--- config.mk ---
export PLATFORM = sky130hd
export DESIGN_NAME = sha256_message_hasher_core
export DESIGN_NICKNAME = d
export VERILOG_FILES = /design/src/hw/rtl/sha256_pkg.sv /design/src/hw/rtl/sha256_round.sv /design/src/hw/rtl/sha256_message_hasher_core.sv
export VERILOG_INCLUDE_DIRS = /design/src /design/src/hw/rtl
export SDC_FILE = /design/constraint.sdc
export NUM_CORES = 2
export LEC_CHECK = 0
export ABC_AREA = 1
export ABC_CLOCK_PERIOD_IN_PS = 14200
export BUFFER_PORTS_ARGS = -buffer_cell sky130_fd_sc_hd__buf_2
export CORE_MARGIN = 2
export CORE_UTILIZATION = 35
export DETAILED_ROUTE_END_ITERATION = 12
export MAX_ROUTING_LAYER = met4
export PLACE_DENSITY = 0.49
export RECOVER_POWER = 100
export SKIP_CTS_REPAIR_TIMING = 1
export SLEW_MARGIN = 10
export SYNTH_ARGS = -nofsm -noshare
export SYNTH_HDL_FRONTEND = slang
export SYNTH_HIERARCHICAL = 1
export SYNTH_SLANG_ARGS = --single-unit
--- constraint.sdc ---
create_clock -name i_clk -period 14.2 [get_ports i_clk]
set_input_delay 1.42 -clock i_clk [delete_from_list [all_inputs] [get_ports i_clk]]
set_output_delay 1.42 -clock i_clk [all_outputs]
set_load 0.02 [all_outputs]
--- src/hw/rtl/assert_macros.svh ---
// Assertion macros for the RTL, included by the message hasher core.
`ifndef ASSERT_MACROS_SVH
`define ASSERT_MACROS_SVH
`ifndef SYNTH
`define ASSERT_IMPL(lbl, clk, rst_n, prop, msg) \
    lbl: assert property (@(posedge clk) disable iff (!rst_n) (prop)) else $error(msg);
`define ASSERT_NEVER(lbl, clk, rst_n, cond, msg) \
    lbl: assert property (@(posedge clk) disable iff (!rst_n) !(cond)) else $error(msg);
`else
`define ASSERT_IMPL(lbl, clk, rst_n, prop, msg)
`define ASSERT_NEVER(lbl, clk, rst_n, cond, msg)
`endif
`endif

--- src/hw/rtl/sha256_pkg.sv ---
// Package with SHA-256 types, constants and helper functions.
`default_nettype none
package sha256_pkg;
    typedef struct packed {
        logic [7:0] msg_byte;
        logic       byte_valid;
        logic       end_of_message;
    } t_in_item;

    typedef struct packed {
        logic [31:0] digest_word;
        logic [2:0]  word_index;
        logic        last_word;
    } t_out_item;

    typedef enum logic [2:0] {
        ST_IDLE,
        ST_COMP,
        ST_PAD,
        ST_OUT
    } t_state;

    localparam logic [7:0] PAD_MARK = 8'h80;
    localparam logic [5:0] LENGTH_POS = 6'd56;

    function automatic logic [31:0] f_iv(input logic [2:0] idx);
        logic [31:0] v;
        case (idx)
            3'd0: v = 32'h6a09e667;
            3'd1: v = 32'hbb67ae85;
            3'd2: v = 32'h3c6ef372;
            3'd3: v = 32'ha54ff53a;
            3'd4: v = 32'h510e527f;
            3'd5: v = 32'h9b05688c;
            3'd6: v = 32'h1f83d9ab;
            default: v = 32'h5be0cd19;
        endcase
        return v;
    endfunction

    function automatic logic [31:0] f_k(input logic [5:0] r);
        logic [31:0] k [64];
        k = '{
            32'h428a2f98,32'h71374491,32'hb5c0fbcf,32'he9b5dba5,32'h3956c25b,32'h59f111f1,
            32'h923f82a4,32'hab1c5ed5,32'hd807aa98,32'h12835b01,32'h243185be,32'h550c7dc3,
            32'h72be5d74,32'h80deb1fe,32'h9bdc06a7,32'hc19bf174,32'he49b69c1,32'hefbe4786,
            32'h0fc19dc6,32'h240ca1cc,32'h2de92c6f,32'h4a7484aa,32'h5cb0a9dc,32'h76f988da,
            32'h983e5152,32'ha831c66d,32'hb00327c8,32'hbf597fc7,32'hc6e00bf3,32'hd5a79147,
            32'h06ca6351,32'h14292967,32'h27b70a85,32'h2e1b2138,32'h4d2c6dfc,32'h53380d13,
            32'h650a7354,32'h766a0abb,32'h81c2c92e,32'h92722c85,32'ha2bfe8a1,32'ha81a664b,
            32'hc24b8b70,32'hc76c51a3,32'hd192e819,32'hd6990624,32'hf40e3585,32'h106aa070,
            32'h19a4c116,32'h1e376c08,32'h2748774c,32'h34b0bcb5,32'h391c0cb3,32'h4ed8aa4a,
            32'h5b9cca4f,32'h682e6ff3,32'h748f82ee,32'h78a5636f,32'h84c87814,32'h8cc70208,
            32'h90befffa,32'ha4506ceb,32'hbef9a3f7,32'hc67178f2};
        return k[r];
    endfunction
endpackage
`default_nettype wire

--- src/hw/rtl/sha256_round.sv ---
// One SHA-256 round and one message schedule step, reused every cycle.
`default_nettype none
module sha256_round
    import sha256_pkg::*;
(
    input  wire logic [255:0] i_vars,
    input  wire logic [31:0]  i_w,
    input  wire logic [5:0]   i_round,
    input  wire logic [31:0]  i_w1,
    input  wire logic [31:0]  i_w9,
    input  wire logic [31:0]  i_w14,
    output logic      [255:0] o_vars,
    output logic      [31:0]  o_w_next
);
    logic [31:0] a, b, c, d, e, f, g, h, s1, ch, t1, s0, mj, sg0, sg1;
    always_comb begin
        {a, b, c, d, e, f, g, h} = i_vars;
        s1 = {e[5:0], e[31:6]} ^ {e[10:0], e[31:11]} ^ {e[24:0], e[31:25]};
        ch = (e & f) ^ (~e & g);
        t1 = h + s1 + ch + f_k(i_round) + i_w;
        s0 = {a[1:0], a[31:2]} ^ {a[12:0], a[31:13]} ^ {a[21:0], a[31:22]};
        mj = (a & b) ^ (a & c) ^ (b & c);
        o_vars = {t1 + s0 + mj, a, b, c, d + t1, e, f, g};
        sg0 = {i_w1[6:0], i_w1[31:7]} ^ {i_w1[17:0], i_w1[31:18]} ^ {3'b000, i_w1[31:3]};
        sg1 = {i_w14[16:0], i_w14[31:17]} ^ {i_w14[18:0], i_w14[31:19]}
            ^ {10'd0, i_w14[31:10]};
        o_w_next = i_w + sg0 + i_w9 + sg1;
    end
endmodule
`default_nettype wire

--- src/hw/rtl/sha256_message_hasher_core.sv ---
// Top level of the byte-serial SHA-256 message hasher.
//   Channel | Direction | Payload
//   in      | input     | t_in_item: msg_byte, byte_valid, end_of_message
//   out     | output    | t_out_item: digest_word, word_index, last_word
// A byte item is taken while input ready is high; the 64th byte of a block
// starts a compression, one round per cycle in a single shared round unit,
// followed by a fold step that adds the result into the chaining value.
// End of message adds one or two padded compressions, each a setup step plus
// the compression and fold, then eight output items, one per cycle unless stalled.
// Input ready is low while compressing, padding or emitting the digest.
// Reset is synchronous and active low; the block buffer is not cleared.
`default_nettype none
`include "assert_macros.svh"
module sha256_message_hasher_core
    import sha256_pkg::*;
(
    input  wire logic      i_clk,
    input  wire logic      i_rst_n,
    input  wire logic      i_valid,
    output logic           o_ready,
    input  wire t_in_item  i_data,
    output logic           o_valid,
    input  wire logic      i_ready,
    output t_out_item      o_data
);
    // Sixteen-word sliding schedule window; word 0 is the current round's word.
    logic [31:0]  r_w [16];
    logic [255:0] r_h, r_v, n_v;
    logic [63:0]  r_cnt;
    logic [5:0]   r_fill, r_round;
    logic [2:0]   r_oidx;
    logic         r_final;   // compression in flight belongs to message end
    logic         r_padded;  // the padding block has been set up
    logic         r_second;  // a length-only block follows
    logic         r_fold;    // last round done, add into chaining value
    t_state       r_state, n_state;
    logic [31:0]  w_next;
    logic         acc;
    logic [6:0]   fill1;
    logic         pad_two;
    logic [31:0]  pad_w [16];

    sha256_round u_round (
        .i_vars(r_v), .i_w(r_w[0]), .i_round(r_round),
        .i_w1(r_w[1]), .i_w9(r_w[9]), .i_w14(r_w[14]),
        .o_vars(n_v), .o_w_next(w_next)
    );

    assign acc = i_valid && o_ready;
    assign fill1 = {1'b0, r_fill} + {6'd0, i_data.byte_valid};
    assign o_data.digest_word = r_h[255 - 32 * r_oidx -: 32];
    assign o_data.word_index = r_oidx;
    assign o_data.last_word = (r_oidx == 3'd7);

    // The sequencer: a full block compresses at once; at message end a data
    // block still in flight is followed by the padding block, and a padding
    // block with no room for the length is followed by a length-only block.
    always_comb begin
        n_state = r_state;
        o_ready = 1'b0;
        o_valid = 1'b0;
        case (r_state)
            ST_IDLE: begin
                o_ready = 1'b1;
                if (i_valid) begin
                    if (fill1[6]) begin
                        n_state = ST_COMP;
                    end else if (i_data.end_of_message) begin
                        n_state = ST_PAD;
                    end
                end
            end
            ST_PAD: begin
                n_state = ST_COMP;
            end
            ST_COMP: begin
                if (r_fold) begin
                    if (!r_final) begin
                        n_state = ST_IDLE;
                    end else if (!r_padded || r_second) begin
                        n_state = ST_PAD;
                    end else begin
                        n_state = ST_OUT;
                    end
                end
            end
            ST_OUT: begin
                o_valid = 1'b1;
                if (i_ready && (r_oidx == 3'd7)) n_state = ST_IDLE;
            end
            default: n_state = ST_IDLE;
        endcase
    end

    // Padded window: the mark at the fill position, zeros after it, and the
    // bit count in the last two words when there is room. A length-only
    // block is all zeros apart from the bit count.
    always_comb begin
        pad_two = (r_fill >= LENGTH_POS);
        for (int k = 0; k < 16; k++) begin
            pad_w[k] = r_w[k];
            for (int j = 0; j < 4; j++) begin
                if (r_second || (6'(4 * k + j) > r_fill))
                    pad_w[k][31 - 8 * j -: 8] = 8'h00;
                else if (6'(4 * k + j) == r_fill)
                    pad_w[k][31 - 8 * j -: 8] = PAD_MARK;
            end
        end
        if (r_second || !pad_two) begin
            pad_w[14] = r_cnt[63:32];
            pad_w[15] = r_cnt[31:0];
        end
    end

    // Byte write into the window, word-aligned big-endian.
    function automatic logic [31:0] f_put(input logic [31:0] w, input logic [1:0] p,
                                          input logic [7:0] b);
        logic [31:0] t;
        t = w;
        t[31 - 8 * p -: 8] = b;
        return t;
    endfunction

    always_ff @(posedge i_clk) begin
        if (!i_rst_n) begin
            r_state <= ST_IDLE;
            r_h <= {f_iv(3'd0), f_iv(3'd1), f_iv(3'd2), f_iv(3'd3),
                    f_iv(3'd4), f_iv(3'd5), f_iv(3'd6), f_iv(3'd7)};
            r_cnt <= '0;
            r_fill <= '0;
            r_round <= '0;
            r_oidx <= '0;
            r_final <= 1'b0;
            r_padded <= 1'b0;
            r_second <= 1'b0;
            r_fold <= 1'b0;
        end else begin
            r_state <= n_state;
            case (r_state)
                ST_IDLE: begin
                    if (acc) begin
                        if (i_data.byte_valid) begin
                            r_w[r_fill[5:2]] <= f_put(r_w[r_fill[5:2]], r_fill[1:0],
                                                      i_data.msg_byte);
                            r_cnt <= r_cnt + 64'd8;
                        end
                        r_fill <= fill1[5:0];
                        r_final <= i_data.end_of_message;
                        r_padded <= 1'b0;
                        r_second <= 1'b0;
                        r_v <= r_h; r_round <= '0; r_fold <= 1'b0;
                    end
                end
                ST_PAD: begin
                    for (int k = 0; k < 16; k++) r_w[k] <= pad_w[k];
                    r_second <= !r_second && pad_two;
                    r_padded <= 1'b1;
                    r_v <= r_h; r_round <= '0; r_fold <= 1'b0;
                end
                ST_COMP: begin
                    if (r_fold) begin
                        for (int k = 0; k < 8; k++)
                            r_h[255 - 32 * k -: 32] <= r_h[255 - 32 * k -: 32]
                                                     + r_v[255 - 32 * k -: 32];
                        r_fold <= 1'b0;
                        r_fill <= '0;
                        r_oidx <= '0;
                    end else begin
                        r_v <= n_v;
                        for (int k = 0; k < 15; k++) r_w[k] <= r_w[k + 1];
                        r_w[15] <= w_next;
                        r_round <= r_round + 6'd1;
                        if (r_round == 6'd63) r_fold <= 1'b1;
                    end
                end
                ST_OUT: begin
                    if (i_ready) begin
                        r_oidx <= r_oidx + 3'd1;
                        if (r_oidx == 3'd7) begin
                            r_h <= {f_iv(3'd0), f_iv(3'd1), f_iv(3'd2), f_iv(3'd3),
                                    f_iv(3'd4), f_iv(3'd5), f_iv(3'd6), f_iv(3'd7)};
                            r_cnt <= '0; r_fill <= '0; r_final <= 1'b0;
                        end
                    end
                end
                default: ;
            endcase
        end
    end

    `ASSERT_NEVER(a_no_out_idle, i_clk, i_rst_n, o_valid && o_ready, "ready while emitting")
    `ASSERT_IMPL(a_last_wraps, i_clk, i_rst_n, (o_valid && i_ready && o_data.last_word) |=> o_ready, "no idle after digest")
    `ASSERT_IMPL(a_round_bound, i_clk, i_rst_n, r_fold |-> (r_round == 6'd0), "fold off round end")
endmodule
`default_nettype wire

==> metrics.md <==
| Metric | Value |
|---|---|
| Status | finished with violations |
| Violated checks | max-capacitance violations, max-slew violations |
| Syn Area/Cell | 6.890 sq um |
| Tightest Pin Transition | 4.259 ns |
| Setup WS post-layout | 2.148 ns |
| Post-layout util | 0.3776 |
| Slew HR | -1.839 |
| Post-synth EDFFs | roughly 770 |
| DRT antenna net count | 0 |
| I/O Pins | 52 |
| Hold WS | 0.4854 ns |
| Layout Nets | around 13000 |
| # DRC | 0 |
| Setup violators final | 0 |
| Crit path max fanout | 60 |
| Die area | 264500 sq um |
| Total gr overflow | 0 |
| Crit share post-route | 0.8488 |
| Total vias in the final route | between 90000 and 100k |
| PwrDens | between 200 and 300 nW/um^2 |
| NetSw | 15.37 mW |
| Final min period | roughly 12 ns |
| Drt pass-1 iters | 8 |
| Final setup TNS | 0 ns |
| Ys flop type | edfxtp_1 |
| Max-cap viol count | a little under 60 |
| Clk pwr share | 0.150 |
| Switching Share | 0.5630 |
| Post-Place Setup Slack | 4.598 ns |
| Antenna violations before repair | 20 |
| Top-count cell post-synth | nand2_1 |
| Hold Crit Class | reg2reg |
| Synth Register Bits | between 1000 and 1500 |
| Total GRT Usage | 0.3497 |
| Final Hold Viols | 0 |
| YS warnings | 6 |
| Site Rows | around 190 |
| Final Max Tran Viols | 1904 |
| Path type of the worst setup path | in2reg |
| Syn Inst Count | around 13000 |
| Via density | 5.531 |
| Vias in the first global route | 84040 |
| First-pass GRT wire length | roughly 640000 um |
| Syn Std Cell Area | ~91000 sq um |
| DRT iter0 DRCs | approximately 12000 |
| Leak | 44.20 nW |
| I/O Buffers | 51 |
| Yosys top cell area share | 0.2530 |
| Avg WL per Cell | 28.09 um |
| Die Ht | ~500 um |
| Pin count of the biggest net entering global routing | 163 |
| Htree depth | 4 |
| Setup crit end kind | flip-flop |
| Clock skew | just over 0.08 ns |
| Total CTS buffers | 151 |
| Max Fclk | approximately 83 MHz |
| TritonCTS clock tree | done |
| Critical Path Source Type | input port |
| Most instantiated cells after synthesis | nand2_1, inv_1, a21oi_1 |
| Core area | 259200 sq um |
| Worst VDD drop | between 200 and 300 uV |
| Worst EP required | approximately 15 ns |
| Top post-synthesis cells by area | edfxtp_1, nand2_1, inv_1 |
| Syn_nets | 13830 |
| Unrepaired setup endpoints after global routing | no |
| Pint | between 10 and 15 mW |
| Clock slew at reported path FFs | roughly 0.060 ns |
| Initial Utilization | 0.3516 |
| Layout cells sized above 1 | 0.03472 |
| Ys async rst share | 0 |
| Sequential power share | 0.158 |
| Comb pwr share | 0.692 |
| Clock sinks | about 1100 |
| Post-place instance area | just over 90000 sq um |
| HPWL Detailed | ~360000 um |
| Yosys top cell by area | edfxtp_1 |
| RePlAce Congestion | 1.043 |
| Die width | between 500 and 600 um |
| Design area | approximately 98000 sq um |
| Arrival time at the worst endpoint | around 12 ns |
| Routed Wire Length | between 400000 and 500000 um |
| Clk_lat worst skew | 0.88 ns |
| Distinct cells, synth | 67 |
| Clock root cell | clkbuf_16 |
| Register area share after synthesis | 0.3281 |
| Clock Tree Buf Depth | 3 |
| P&R area growth vs syn | 7.403% |
[metrics by stage]
step	cells	total power, mW
final	16400	27.31
after global placement	16110	23.04
after floorplan	13230	16.08
after detailed placement	16110	22.73
after CTS	16390	26.94
after global routing	16400	29.03
[cells in the final DEF, fill, tap and decap left out, types with 44 or more instances in the layout]
cell	Yosys	layout
xnor2_1	160	160
nand2_1	4058	4058
ha_1	395	395
buf_4	234	65
o21ai_0	908	938
a21oi_1	981	982
a21o_1	49	49
nand3_1	794	794
nand4_1	90	90
inv_1	1921	1921
a31oi_1	71	70
dfxtp_1	342	338
o211ai_1	44	72
clkbuf_1	296	102
o21bai_1	64	64
nor3_1	88	88
nor2_1	945	947
edfxtp_1	768	768
fa_1	195	195
xor2_1	231	231
clkbuf_16	0	152
o22ai_1	44	44
[logic make-up (layout without fill, tap and decap cells)]
group                    Yosys count  count (layout)  synth area share
XOR/XNOR                         391             391           0.03757
multiplexers                      30              30          0.003473
flip-flops                      1110            1110            0.3281
AO/OA/AOI/OAI                   2362            2362            0.1426
adder cells (fa/ha/maj)          592             592           0.09727
buffers and inverters           2632            2391            0.1197
other                              0              13                 0
AND/OR/NAND/NOR                 6112            6112            0.2713
[layer usage]
layer	vias up	part of all wire	track usage
met3	590	0.092	0.06280
met5	-	0	-
li1	41820	-	-
met2	4269	0.42	0.5015
met4	0	0.040	0.1158
met1	44040	0.45	0.4929
[power by group through the flow]
stage                     Combinational [mW]  Sequential [mW]  Clock (mW)
after floorplan                         12.0             4.12           0
after global placement                  18.7             4.35           0
after detailed placement                18.4             4.35           0
after CTS                               18.5             4.29        4.15
after global routing                    20.5             4.31        4.26
final                                   18.9             4.31        4.10
[area by class of cell]
cell class                      count  area (sq um)
Antenna cell                       13         32.53
Sequential cell                  1110         29920
Clock buffer                      192          4034
Timing Repair Buffer              163         905.9
Tap cell                         3402          4257
Multi-Input combinational cell   9487         50180
Clock inverter                     90          1224
Inverter                         1946          7336
Fill cell                       27980        161400
[critical path, cell delays in order]
cell and delay [ns]:
clkbuf_1 1.48, clkbuf_1 1.38, clkinvlp_2 2.23, nor2_1 1.27
nor2_4 0, clkbuf_1 1.07, inv_1 1.41, buf_4 0.80
a21oi_1 0.23, a31oi_1 0.95
[sequential cells by signal, indices dropped and copies added, names as in the netlist, named ones only]
| register | cells |
|---|---|
| r_fold | 1 |
| r_padded | 1 |
| r_v | 256 |
| r_round | 6 |
| r_fill | 6 |
| r_final | 1 |
| r_state | 2 |
| r_w | 512 |
| r_oidx | 3 |
| r_h | 256 |
| r_second | 1 |
| r_cnt | 61 |
[path summary, 6_finish.rpt]
| path | from | end | slack, ns | cells after the start |
|---|---|---|---|---|
| min reg2reg | r_padded | r_padded | 0.49 | 2 |
| max | i_rst_n | r_w[14][12] | 2.15 | 10 |
| min | r_padded | r_padded | 0.49 | 2 |
| max reg2reg | r_oidx[1] | r_h[238] | 2.24 | 12 |
Power figures use the tool's default switching activity.
